### config.mk
export PLATFORM = sky130hd
export DESIGN_NAME = can_datagram_reassembler
export DESIGN_NICKNAME = d
export VERILOG_FILES = /design/src/rtl/can_dr_pkg.sv /design/src/rtl/can_dr_ram.sv /design/src/rtl/can_datagram_reassembler.sv
export SDC_FILE = /design/constraint.sdc
export NUM_CORES = 2
export LEC_CHECK = 0
export BUFFER_PORTS_ARGS = -buffer_cell sky130_fd_sc_hd__buf_2
export CORE_UTILIZATION = 33
export CTS_CLUSTER_DIAMETER = 30
export DETAILED_ROUTE_END_ITERATION = 10
export PLACE_DENSITY = 0.59
export SYNTH_ARGS = -nofsm -noshare
export SYNTH_HDL_FRONTEND = slang
export SYNTH_SLANG_ARGS = --single-unit
### constraint.sdc
create_clock -name clk -period 6.4 [get_ports clk]
set_clock_uncertainty 0.15 [all_clocks]
set_input_delay 0.96 -clock clk [delete_from_list [all_inputs] [get_ports clk]]
set_output_delay 0.96 -clock clk [all_outputs]
set_load 0.05 [all_outputs]
### src/rtl/can_dr_pkg.sv
package can_dr_pkg;

    localparam int SLOTS     = 4;
    localparam int MAX_BYTES = 72;
    localparam int SLOT_W    = (SLOTS > 1) ? $clog2(SLOTS) : 1;
    localparam int POS_W     = $clog2(MAX_BYTES + 1);
    localparam int DEPTH     = SLOTS * MAX_BYTES;
    localparam int ADDR_W    = $clog2(DEPTH);
    localparam int KEY_W     = 24;

    localparam logic [2:0] TYPE_SINGLE = 3'd2;
    localparam logic [2:0] TYPE_FIRST  = 3'd3;
    localparam logic [2:0] TYPE_MIDDLE = 3'd4;
    localparam logic [2:0] TYPE_FINAL  = 3'd5;

    localparam logic [1:0] ERR_NONE   = 2'd0;
    localparam logic [1:0] ERR_ORDER  = 2'd1;
    localparam logic [1:0] ERR_LONG   = 2'd2;
    localparam logic [1:0] ERR_NOSLOT = 2'd3;

    localparam logic KIND_CHUNK  = 1'b0;
    localparam logic KIND_REJECT = 1'b1;

    typedef enum logic [2:0] {
        S_IDLE,
        S_DECIDE,
        S_WRITE,
        S_RADDR,
        S_RDATA,
        S_PUSH
    } state_t;

endpackage

### src/rtl/can_dr_ram.sv
module can_dr_ram #(
    parameter int WIDTH = 8,
    parameter int DEPTH = 288
) (
    input  logic                     clk,
    input  logic                     we,
    input  logic [$clog2(DEPTH)-1:0] waddr,
    input  logic [WIDTH-1:0]         wdata,
    input  logic [$clog2(DEPTH)-1:0] raddr,
    output logic [WIDTH-1:0]         rdata
);

    logic [WIDTH-1:0] mem [DEPTH];

    always_ff @(posedge clk)
    begin
        if (we)
        begin
            mem[waddr] <= wdata;
        end
        rdata <= mem[raddr];
    end

endmodule

### src/rtl/can_datagram_reassembler.sv
// can datagram reassembler
// input stream: one extended can frame per word; s_tdata carries the
// identifier, the length code and the payload, s_tuser the local-destination
// flag. frames of other types or for remote nodes are dropped.
// output stream: datagram chunks of up to eight bytes, or one rejection notice
// per protocol error; m_tlast marks the final chunk and every rejection.
// timing: a frame is accepted only while the control is idle. a first or
// middle frame passes the decide and write states, the latter writing one byte
// to the ram per cycle; a single frame or rejection goes from decide to push.
// a final frame then reads the gathered bytes through an address and a data
// state per byte, one byte at a time with no overlap, and pushes each chunk.
// the result sits in an output register: the next frame is accepted while it
// waits, and a stalled receiver only holds the control in its push state.
// reset closes all slots and empties the output register; the byte ram needs
// no clearing since it is read only below a slot's gathered length.
module can_datagram_reassembler (
    input  logic         clk,
    input  logic         rst_n,
    input  logic         s_tvalid,
    output logic         s_tready,
    input  logic [103:0] s_tdata,  // frame_id, byte_count, frame_data, zero pad
    input  logic [0:0]   s_tuser,  // dest_local
    output logic         m_tvalid,
    input  logic         m_tready,
    output logic [95:0]  m_tdata,  // src_alias, dst_alias, chunk_data, chunk_bytes, zero pad
    output logic [2:0]   m_tuser,  // kind, error_kind
    output logic         m_tlast
);

    localparam int SLOTS  = can_dr_pkg::SLOTS;
    localparam int SLOT_W = can_dr_pkg::SLOT_W;
    localparam int POS_W  = can_dr_pkg::POS_W;
    localparam int ADDR_W = can_dr_pkg::ADDR_W;
    localparam int KEY_W  = can_dr_pkg::KEY_W;

    can_dr_pkg::state_t state_reg, state_next;

    logic [SLOTS-1:0] valid_reg, valid_next;
    logic [KEY_W-1:0] key_tab_reg [SLOTS];
    logic [KEY_W-1:0] key_tab_next [SLOTS];
    logic [POS_W-1:0] len_tab_reg [SLOTS];
    logic [POS_W-1:0] len_tab_next [SLOTS];

    logic [2:0]        type_reg, type_next;
    logic [KEY_W-1:0]  key_reg, key_next;
    logic [3:0]        n_reg, n_next;
    logic [63:0]       data_reg, data_next;
    logic [SLOT_W-1:0] slot_reg, slot_next;
    logic [POS_W-1:0]  pos_reg, pos_next;
    logic [POS_W-1:0]  len_reg, len_next;
    logic [POS_W-1:0]  off_reg, off_next;
    logic [3:0]        cnt_reg, cnt_next;
    logic [63:0]       buf_reg, buf_next;
    logic              res_kind_reg, res_kind_next;
    logic [1:0]        res_err_reg, res_err_next;
    logic              res_last_reg, res_last_next;

    logic              out_valid_reg, out_valid_next;
    logic [95:0]       out_data_reg, out_data_next;
    logic [2:0]        out_user_reg, out_user_next;
    logic              out_last_reg, out_last_next;

    logic [28:0] in_id;
    logic [3:0]  in_n;
    logic [63:0] in_data;
    logic [63:0] in_masked;
    logic        in_acc;
    logic        in_keep;

    logic              hit;
    logic [SLOT_W-1:0] hit_idx;
    logic              free_found;
    logic [SLOT_W-1:0] free_idx;
    logic [POS_W:0]    sum_len;
    logic              too_long;
    logic              write_done;
    logic              push_ok;
    logic [POS_W-1:0]  off_inc;
    logic [3:0]        cnt_inc;
    logic              chunk_end;

    logic              ram_we;
    logic [ADDR_W-1:0] base_addr;
    logic [ADDR_W-1:0] ram_waddr;
    logic [ADDR_W-1:0] ram_raddr;
    logic [7:0]        ram_wdata;
    logic [7:0]        ram_rdata;

    assign in_id   = s_tdata[28:0];
    assign in_n    = (s_tdata[32:29] > 4'd8) ? 4'd8 : s_tdata[32:29];
    assign in_data = s_tdata[96:33];
    assign in_acc  = s_tvalid && s_tready;
    assign in_keep = s_tuser[0] && (in_id[26:24] inside
                     {[can_dr_pkg::TYPE_SINGLE:can_dr_pkg::TYPE_FINAL]});

    always_comb
    begin
        for (int i = 0; i < 8; i++)
        begin
            in_masked[i*8 +: 8] = (4'(i) < in_n) ? in_data[i*8 +: 8] : 8'd0;
        end
    end

    always_comb
    begin
        hit        = 1'b0;
        hit_idx    = '0;
        free_found = 1'b0;
        free_idx   = '0;
        for (int i = SLOTS - 1; i >= 0; i--)
        begin
            if (valid_reg[i] && (key_tab_reg[i] == key_reg))
            begin
                hit     = 1'b1;
                hit_idx = SLOT_W'(i);
            end
            if (!valid_reg[i])
            begin
                free_found = 1'b1;
                free_idx   = SLOT_W'(i);
            end
        end
    end

    assign sum_len    = (POS_W+1)'(len_tab_reg[hit_idx]) + (POS_W+1)'(n_reg);
    assign too_long   = sum_len > (POS_W+1)'(can_dr_pkg::MAX_BYTES);
    assign write_done = cnt_reg >= n_reg;
    assign push_ok    = !out_valid_reg || m_tready;
    assign off_inc    = off_reg + POS_W'(1);
    assign cnt_inc    = cnt_reg + 4'd1;
    assign chunk_end  = (cnt_inc == 4'd8) || (off_inc == len_reg);

    assign base_addr = ADDR_W'(slot_reg) * ADDR_W'(can_dr_pkg::MAX_BYTES);
    assign ram_waddr = base_addr + ADDR_W'(pos_reg) + ADDR_W'(cnt_reg);
    assign ram_raddr = base_addr + ADDR_W'(off_reg);
    assign ram_wdata = data_reg[cnt_reg[2:0]*8 +: 8];
    assign ram_we    = (state_reg == can_dr_pkg::S_WRITE) && !write_done;

    can_dr_ram #(
        .WIDTH (8),
        .DEPTH (can_dr_pkg::DEPTH)
    ) u_bytes (
        .clk   (clk),
        .we    (ram_we),
        .waddr (ram_waddr),
        .wdata (ram_wdata),
        .raddr (ram_raddr),
        .rdata (ram_rdata)
    );

    // next state
    always_comb
    begin
        state_next = state_reg;
        case (state_reg)
            can_dr_pkg::S_IDLE:
            begin
                if (in_acc && in_keep)
                begin
                    state_next = can_dr_pkg::S_DECIDE;
                end
            end
            can_dr_pkg::S_DECIDE:
            begin
                if (type_reg == can_dr_pkg::TYPE_SINGLE)
                begin
                    state_next = can_dr_pkg::S_PUSH;
                end
                else if (type_reg == can_dr_pkg::TYPE_FIRST)
                begin
                    state_next = (hit || !free_found) ? can_dr_pkg::S_PUSH
                                                      : can_dr_pkg::S_WRITE;
                end
                else
                begin
                    state_next = (!hit || too_long) ? can_dr_pkg::S_PUSH
                                                    : can_dr_pkg::S_WRITE;
                end
            end
            can_dr_pkg::S_WRITE:
            begin
                if (write_done)
                begin
                    if (type_reg != can_dr_pkg::TYPE_FINAL)
                    begin
                        state_next = can_dr_pkg::S_IDLE;
                    end
                    else if (len_reg == '0)
                    begin
                        state_next = can_dr_pkg::S_PUSH;
                    end
                    else
                    begin
                        state_next = can_dr_pkg::S_RADDR;
                    end
                end
            end
            can_dr_pkg::S_RADDR:
            begin
                state_next = can_dr_pkg::S_RDATA;
            end
            can_dr_pkg::S_RDATA:
            begin
                state_next = chunk_end ? can_dr_pkg::S_PUSH : can_dr_pkg::S_RADDR;
            end
            can_dr_pkg::S_PUSH:
            begin
                if (push_ok)
                begin
                    state_next = res_last_reg ? can_dr_pkg::S_IDLE : can_dr_pkg::S_RADDR;
                end
            end
            default:
            begin
                state_next = can_dr_pkg::S_IDLE;
            end
        endcase
    end

    // datapath and slot table
    always_comb
    begin
        valid_next     = valid_reg;
        key_tab_next   = key_tab_reg;
        len_tab_next   = len_tab_reg;
        type_next      = type_reg;
        key_next       = key_reg;
        n_next         = n_reg;
        data_next      = data_reg;
        slot_next      = slot_reg;
        pos_next       = pos_reg;
        len_next       = len_reg;
        off_next       = off_reg;
        cnt_next       = cnt_reg;
        buf_next       = buf_reg;
        res_kind_next  = res_kind_reg;
        res_err_next   = res_err_reg;
        res_last_next  = res_last_reg;
        out_valid_next = out_valid_reg && !m_tready;
        out_data_next  = out_data_reg;
        out_user_next  = out_user_reg;
        out_last_next  = out_last_reg;
        s_tready       = 1'b0;

        case (state_reg)
            can_dr_pkg::S_IDLE:
            begin
                s_tready = 1'b1;
                if (in_acc)
                begin
                    type_next = in_id[26:24];
                    key_next  = in_id[23:0];
                    n_next    = in_n;
                    data_next = in_masked;
                end
            end
            can_dr_pkg::S_DECIDE:
            begin
                cnt_next      = '0;
                res_last_next = 1'b1;
                res_kind_next = can_dr_pkg::KIND_REJECT;
                res_err_next  = can_dr_pkg::ERR_ORDER;
                buf_next      = '0;
                if (type_reg == can_dr_pkg::TYPE_SINGLE)
                begin
                    res_kind_next = can_dr_pkg::KIND_CHUNK;
                    res_err_next  = can_dr_pkg::ERR_NONE;
                    buf_next      = data_reg;
                    cnt_next      = n_reg;
                end
                else if (type_reg == can_dr_pkg::TYPE_FIRST)
                begin
                    if (hit)
                    begin
                        valid_next[hit_idx] = 1'b0;
                    end
                    else if (!free_found)
                    begin
                        res_err_next = can_dr_pkg::ERR_NOSLOT;
                    end
                    else
                    begin
                        valid_next[free_idx]   = 1'b1;
                        key_tab_next[free_idx] = key_reg;
                        len_tab_next[free_idx] = POS_W'(n_reg);
                        slot_next              = free_idx;
                        pos_next               = '0;
                        len_next               = POS_W'(n_reg);
                    end
                end
                else if (hit)
                begin
                    if (too_long)
                    begin
                        valid_next[hit_idx] = 1'b0;
                        res_err_next        = can_dr_pkg::ERR_LONG;
                    end
                    else
                    begin
                        len_tab_next[hit_idx] = POS_W'(sum_len);
                        slot_next             = hit_idx;
                        pos_next              = len_tab_reg[hit_idx];
                        len_next              = POS_W'(sum_len);
                        if (type_reg == can_dr_pkg::TYPE_FINAL)
                        begin
                            valid_next[hit_idx] = 1'b0;
                        end
                    end
                end
            end
            can_dr_pkg::S_WRITE:
            begin
                if (!write_done)
                begin
                    cnt_next = cnt_inc;
                end
                else
                begin
                    cnt_next      = '0;
                    off_next      = '0;
                    buf_next      = '0;
                    res_kind_next = can_dr_pkg::KIND_CHUNK;
                    res_err_next  = can_dr_pkg::ERR_NONE;
                    res_last_next = 1'b1;
                end
            end
            can_dr_pkg::S_RDATA:
            begin
                buf_next[cnt_reg[2:0]*8 +: 8] = ram_rdata;
                cnt_next      = cnt_inc;
                off_next      = off_inc;
                res_last_next = off_inc == len_reg;
            end
            can_dr_pkg::S_PUSH:
            begin
                if (push_ok)
                begin
                    out_valid_next = 1'b1;
                    out_data_next  = {4'd0, cnt_reg, buf_reg, key_reg[23:12], key_reg[11:0]};
                    out_user_next  = {res_err_reg, res_kind_reg};
                    out_last_next  = res_last_reg;
                    cnt_next       = '0;
                    buf_next       = '0;
                end
            end
            default:
            begin
            end
        endcase
    end

    always_ff @(posedge clk or negedge rst_n)
    begin
        if (!rst_n)
        begin
            state_reg     <= can_dr_pkg::S_IDLE;
            valid_reg     <= '0;
            out_valid_reg <= 1'b0;
        end
        else
        begin
            state_reg     <= state_next;
            valid_reg     <= valid_next;
            out_valid_reg <= out_valid_next;
        end
    end

    always_ff @(posedge clk)
    begin
        key_tab_reg  <= key_tab_next;
        len_tab_reg  <= len_tab_next;
        type_reg     <= type_next;
        key_reg      <= key_next;
        n_reg        <= n_next;
        data_reg     <= data_next;
        slot_reg     <= slot_next;
        pos_reg      <= pos_next;
        len_reg      <= len_next;
        off_reg      <= off_next;
        cnt_reg      <= cnt_next;
        buf_reg      <= buf_next;
        res_kind_reg <= res_kind_next;
        res_err_reg  <= res_err_next;
        res_last_reg <= res_last_next;
        out_data_reg <= out_data_next;
        out_user_reg <= out_user_next;
        out_last_reg <= out_last_next;
    end

    assign m_tvalid = out_valid_reg;
    assign m_tdata  = out_data_reg;
    assign m_tuser  = out_user_reg;
    assign m_tlast  = out_last_reg;

    a_write_in_bounds: assert property (@(posedge clk) disable iff (!rst_n)
        ram_we |-> ((POS_W+1)'(pos_reg) + (POS_W+1)'(cnt_reg))
                   < (POS_W+1)'(can_dr_pkg::MAX_BYTES))
        else $error("byte write past slot end");

    a_reject_empty: assert property (@(posedge clk) disable iff (!rst_n)
        (m_tvalid && m_tuser[0]) |-> (m_tlast && (m_tdata[91:88] == 4'd0)
                                      && (m_tuser[2:1] != can_dr_pkg::ERR_NONE)))
        else $error("rejection notice malformed");

    a_chunk_bytes: assert property (@(posedge clk) disable iff (!rst_n)
        (m_tvalid && !m_tuser[0]) |-> ((m_tdata[91:88] <= 4'd8)
                                       && (m_tuser[2:1] == can_dr_pkg::ERR_NONE)))
        else $error("chunk malformed");

    a_read_in_length: assert property (@(posedge clk) disable iff (!rst_n)
        (state_reg == can_dr_pkg::S_RADDR) |-> (off_reg < len_reg))
        else $error("byte read past gathered length");

endmodule

* After elaboration in Yosys (flattened, before gate mapping)
Memory sizes are Yosys's and may differ from the RTL's. A register that Yosys moved wholly into a read port is not among the register bits.
Index checks and enable logic that the tools add are counted.
** Operators by class
- Shifts and indexed selects :: 3
- Multiply operators :: 1
- Bitwise gates (word level) :: 7
- Equality and inequality tests :: 20
- $add $sub $neg :: 7
- Reductions and logical operators :: 43
- $lt $le $gt $ge :: 21
- Muxes and demuxes :: 100
** Operators with widths (number)
- $pmux 64 s4 :: 1
- $mux 64 :: 3
- $mux 28 :: 5
- $mux 7 :: 15
- $bwmux 96 :: 1
- $eq 24x24->1 :: 4
- $bwmux 64 :: 1
- $shift 8x34->64 const A :: 1
- $shiftx 64x7->8 :: 1
- $shiftx 8x34->64 :: 1
- $bwmux 28 :: 2
- $demux 24 s2 :: 1
- $mux 2 :: 21
- $mux 4 :: 10
- $neg 6->34 :: 1
- $mux 3 :: 10
- $demux 7 s2 :: 2
- $mux 24 :: 1
- $add 9x7->9 :: 2
- $mux 1 :: 18
- $pmux 3 s6 :: 1
- $lt 3x4->1 const A :: 4
- $pmux 4 s4 :: 1
- $bmux 7 s2 :: 1
- other kinds (46) :: 94
** Storage, ports and cells
- RAM bits :: 2304
- Input port bits :: 109
- Memories kept :: 1
- Logic and storage cells :: 237
- Output and inout port bits :: 102
- Bits in registers :: 418
** Memory list
- u_bytes.mem :: depth 288, width 8, read ports 1, clocked after memory_dff 1, write ports 1, line can_dr_ram.sv:13 : logic [WIDTH-1:0] mem [DEPTH];

* Longest topological paths before layout
- Depth after elaboration :: 17
- Mapped depth :: 20
- Gate-level depth less buffers :: 19

* Modules after synthesis
From an unflattened synthesis, not the netlist that was laid out.
** Second synthesis, totals
- Cell total of the unflattened synthesis :: 5626
- Area total of the unflattened synthesis :: 108512.8 sq um
** By module, submodules not included
- can_dr_ram :: seq. area each 69346.5 sq um, cells each 4286, area an instance 90086.4 sq um, instances 1
- can_datagram_reassembler :: seq. area each 12512.0 sq um, cells each 1340, area an instance 18426.4 sq um, instances 1

* Worst setup path after synthesis
Ideal clock, no wire load.
- Kind :: register to register
- Start point :: reg cnt_reg[0]
- End point :: mem u_bytes.mem[0][0] (data pin)
- Setup slack :: 0.120 ns
- Required time :: 5.351 ns
- Stages on the path, launching flop included :: 6
- Period minus slack after synthesis :: 6.280 ns
- Arrival time :: 5.231 ns
- Buffers on the path :: 2
- Library setup time :: 0.899 ns
- Cell sequence :: edfxtp_1 -> buf_1 -> clkbuf_1 -> mux4_2 -> nand2_1 -> nand2_1
** Between the ends
- Word-level cells in the longest chain between the ends :: 1
** RTL lines
- from (decl) :: line can_datagram_reassembler.sv:52 : logic [3:0] cnt_reg, cnt_next;
- from (signal assigned) :: line can_datagram_reassembler.sv:380 : cnt_reg <= cnt_next;
- $shiftx 64x7->8 :: line can_datagram_reassembler.sv:136 : assign ram_wdata = data_reg[cnt_reg[2:0]*8 +: 8];
- net ram_wdata[0] :: line can_datagram_reassembler.sv:86 : logic [7:0] ram_wdata;
- to (decl) :: line can_dr_ram.sv:13
The timed path passes the listed nets, and every way through them passes these cells.

* Final worst setup path
- Start point :: reg key_reg[5]
- End point :: reg len_tab_reg[27] (netlist name) (enable)
** Between the ends
- Word-level cells in the longest chain between the ends :: 14
- Elaborated cells on any way between the ends :: 27
- Those cells by class :: add/sub: 1; order compare: 1; eq/ne: 6; mux: 11; bitwise: 1; reduce/logical: 7
** RTL lines
- from (decl) :: line can_datagram_reassembler.sv:45 : logic [KEY_W-1:0] key_reg, key_next;
- from (signal assigned) :: line can_datagram_reassembler.sv:373 : key_reg <= key_next;
- $eq 24x24->1 :: line can_datagram_reassembler.sv:112 : if (valid_reg[i] && (key_tab_reg[i] == key_reg))
- $logic_and 1x1->1 :: line can_datagram_reassembler.sv:112
- $mux 2 (4 in a row) :: line can_datagram_reassembler.sv:112
- $not 2->3 (not written as such) :: line can_datagram_reassembler.sv:125 : assign sum_len = (POS_W+1)'(len_tab_reg[hit_idx]) + (POS_W+1)'(n_reg);
- $bmux 7 s2 :: line can_datagram_reassembler.sv:125
- $mux 7 (not written as such) (2 in a row) :: line can_datagram_reassembler.sv:125
- $add 7x4->8 :: line can_datagram_reassembler.sv:125
- $gt 8x7->1 :: line can_datagram_reassembler.sv:126 : assign too_long = sum_len > (POS_W+1)'(can_dr_pkg::MAX_BYTES);
- $ne 2x1->1 (no source line)
- $reduce_and 6->1 (no source line) *
- to (signal assigned) :: line can_datagram_reassembler.sv:371 : len_tab_reg <= len_tab_next;
- to (decl) :: line can_datagram_reassembler.sv:41 : logic [POS_W-1:0] len_tab_reg [SLOTS];
Mark *: on every way between the ends. The rest lies on a longest branch, timed or not. The select of a mux whose other input is x is not followed.
A chain may end at the register's enable or synchronous reset.

==> summary.md <==
| Metric | Value |
|---|---|
| Status | `finished clean` |
| Pre-CTS setup slack | `0.570 ns` |
| Die footprint | `approximately 330,000 µm²` |
| Final RePlAce weighted congestion | `0.848` |
| R2r setup slk | `between 0.5 and 0.6 ns` |
| Clk_lat worst skew | `between 0.9 and 1 ns` |
| Avg Cell Area, Syn | `19.4 µm²` |
| Post-synth cell types | `80` |
| YS warnings | `0` |
| Reg2reg end | `len_tab_reg[27]` |
| Clk pin slew, worst setup/hold paths | `0.05 ns` |
| CP bufs+invs | `1` |
| Core area | `between 300,000 and 400,000 µm²` |
| DR iter-0 viols | `6,416` |
| Hold Path End | `type_reg[0]` |
| Synth Register Bits | `roughly 2,700` |
| Fmax achieved | `0.171 GHz` |
| Post-route ant nets | `0` |
| Total GRT Usage | `0.171` |
| CTS H-Tree Depth | `5` |
| Pwr/cell area | `497 nW/µm²` |
| Cell chain of the critical path | `xor2_1 -> nor4_1 -> nand4_1 -> nor2_1 -> nor2_1 -> nand2_1 -> o22ai_1 -> nor3_1 -> ha_1 -> a21o_1 -> a21oi_1 -> xor2_1 -> a21o_1 -> a21oi_1 -> a211o_1 -> nand3_2 -> a21oi_2 -> nor4_2 -> buf_4` |
| Worst EP required | `6.85 ns` |
| Slew HR | `0.103` |
| I/O pin count | `211` |
| Largest delay share family, worst path | `simple AND/OR/NAND/NOR gates` |
| Initial antenna violation count | `10` |
| Worst VDD drop | `0.000566 V` |
| DRC viols | `0` |
| Hold crit path type | `primary input to flop` |
| Worst hold margin | `approximately 0.064 ns` |
| Worst path max stage delay | `0.61 ns` |
| Initial core utilization | `0.333` |
| Period utilisation layout | `0.916` |
| WL per Instance | `approximately 27 µm` |
| Final setup viols | `0` |
| Share of cells above drive strength 1 | `0.269` |
| Post-synthesis sequential area ratio | `0.757` |
| Hold wc startpoint | `s_tdata[24]` |
| Clock root buffer | `clkbuf_16` |
| Largest register FFs | `2,304` |
| Vias/cell | `5.28` |
| Die Y | `about 570 µm` |
| Clock Sinks | `between 2,000 and 3,000` |
| TritonCTS clock tree | `yes` |
| Worst setup EP type | `flop` |
| Layout area overhead | `21.8%` |
| Rows | `209` |
| Post-CTS Setup Bufs | `0` |
| Syn Inst Count | `5,584` |
| HPWL after DPL | `173 mm` |
| CP Data Arrival Time | `about 6.3 ns` |
| Worst-path maximum fanout | `9` |
| Port Buffers | `197` |
| Fraction of registers with async set/reset | `0.00293` |
| CTS Buf Count | `480` |
| Fin nets | `6,283` |
| TritonRoute pass-1 iters | `5` |
| Crit path kind | `flop to flop` |
| First-pass GRT wire length | `around 420 mm` |
| Max-cap violations | `0` |
| Fin. Hold Viols | `0` |
| Commonest cells after routing, fill and taps aside | `2,714 x edfxtp_1, 515 x mux4_2, 487 x clkbuf_16` |
| Critical path startpoint category | `flop` |
| Crit-path slowest cell | `edfxtp_1` |
| Max Root-Sink Buffers | `4` |
| FILL cells | `28,576` |
| Sequential cell area | `~80,000 µm²` |
| Tmin final | `5.86 ns` |
| Multi-input gate area | `25,000 µm²` |
| Setup ws final | `0.537 ns` |
| Routed WL | `289 mm` |
| Final Slew Violations | `0` |
| Post-synth EDFFs | `2,714` |
| Most common cell after layout, fill and taps aside | `edfxtp_1` |
| RSZ-0062 raised after global routing | `no` |
| Worst Setup SP | `key_reg[5]` |
| Tightest Pin Transition | `1.34 ns` |
| Setup TNS | `0 ns` |
| Reg2Reg Launch Point | `key_reg[5]` |
| Cells on worst reg2reg path | `19` |
| Vias in the first global route | `a little under 60,000` |
| WHS Path Cells | `1` |
| Vias | `57,470` |
| P_leak | `0.0426 µW` |
| Overflow after GRT | `0` |
| # resized after CTS | `0` |
| Largest net degree at the start of global routing | `190` |
| Die Wd | `574 µm` |
| Top FF cell, synth | `edfxtp_1` |
| Synthesized area | `108,000 µm²` |
==> routing by layer <==
metal | global-route usage | vias to the layer above | wire [µm]
met2 | 0.270 | 2562 | 135000
met3 | 0.0286 | 492 | 22900
met1 | 0.240 | 30231 | 121000
met4 | 0.0615 | 4 | 9630
li1 | - | 24181 | -
met5 | 0 | - | 33
==> worst max-delay path by stage <==
| stage | cells past startpoint | end | slack [ns] |
|---|---|---|---|
| finish | 19 | len_tab_reg[27] | 0.54 |
| detailed placement | 19 | len_tab_reg[27] | 0.57 |
| floorplan | 5 | u_bytes.mem[0][0] | 0.12 |
| global placement | 20 | len_tab_reg[27] | 0.72 |
| global route | 19 | len_tab_reg[25] | 0.05 |
| CTS | 19 | len_tab_reg[27] | 0.55 |
==> report_power, final <==
group / total [µW] / leakage [µW] / internal [µW] / switching, µW
Clock: 25800 / 0.00801 / 16700 / 9070
Sequential: 25500 / 0.0248 / 24900 / 618
Combinational: 14200 / 0.00978 / 3660 / 10500
==> cells by family (layout without fill, tap and decap cells) <==
kind of cell / Yosys count / count (layout) / synth area share
AO/OA/AOI/OAI: 589 / 589 / 0.0367
XOR/XNOR: 128 / 128 / 0.0107
adder cells (fa/ha/maj): 30 / 30 / 0.00375
buffers and inverters: 320 / 1291 / 0.0139
flip-flops: 2730 / 2730 / 0.757
multiplexers: 854 / 854 / 0.139
other: 1 / 13 / 0.0000347
AND/OR/NAND/NOR: 932 / 932 / 0.0391
==> final cells by class <==
type	count	area share
well taps	4325	0.0411
inverters	17	0.000541
clock buffers	527	0.0939
repair buffers	378	0.0208
flip-flops and latches	2730	0.621
clock inverters	369	0.0322
multi-input cells	2537	0.190
diodes	9	0.000171
==> worst reg2reg max path, cell delays in order (launching register included) <==
cell      delay, ns
edfxtp_1       0.61
xor2_1         0.26
nor4_1         0.55
nand4_1        0.25
nor2_1         0.38
nor2_1         0.18
nand2_1        0.22
o22ai_1        0.13
nor3_1         0.40
ha_1           0.32
a21o_1         0.16
a21oi_1        0.22
xor2_1         0.43
a21o_1         0.19
a21oi_1        0.05
a211o_1        0.34
nand3_2        0.12
a21oi_2        0.11
nor4_2         0.26
buf_4          0.21
==> synthesized netlist by cell type, types with 40 or more instances <==
cell type,n,area [µm²]
a21oi_1,114,571
buf_2,40,200
buf_4,60,450
clkbuf_1,173,649
edfxtp_1,2714,81500
mux2i_1,339,3390
mux4_2,515,11600
nand2_1,217,815
nor2_1,403,1510
nor2b_1,71,444
nor3_1,64,320
o21ai_0,135,676
o221ai_1,130,1140
o22ai_1,88,551
xnor2_1,77,674
xor2_1,46,403
==> metrics by stage <==
stage	instance area (µm²)	utilization	power [µW]	std cells
after CTS	132000	0.405	65800	10883
after detailed placement	115000	0.354	40000	9986
after global placement	115000	0.354	39600	9986
after global routing	132000	0.405	67400	10884
after floorplan	108000	-	34100	5587
final	132000	0.405	65500	10892
==> timing repair <==
action | 4_1_cts | 5_1_grt
setup endpoints to repair | 0 | 0
hold buffers | 1 | 0
hold endpoints to repair | 8 | 0
No activity file was read; power rests on OpenSTA's default activity.
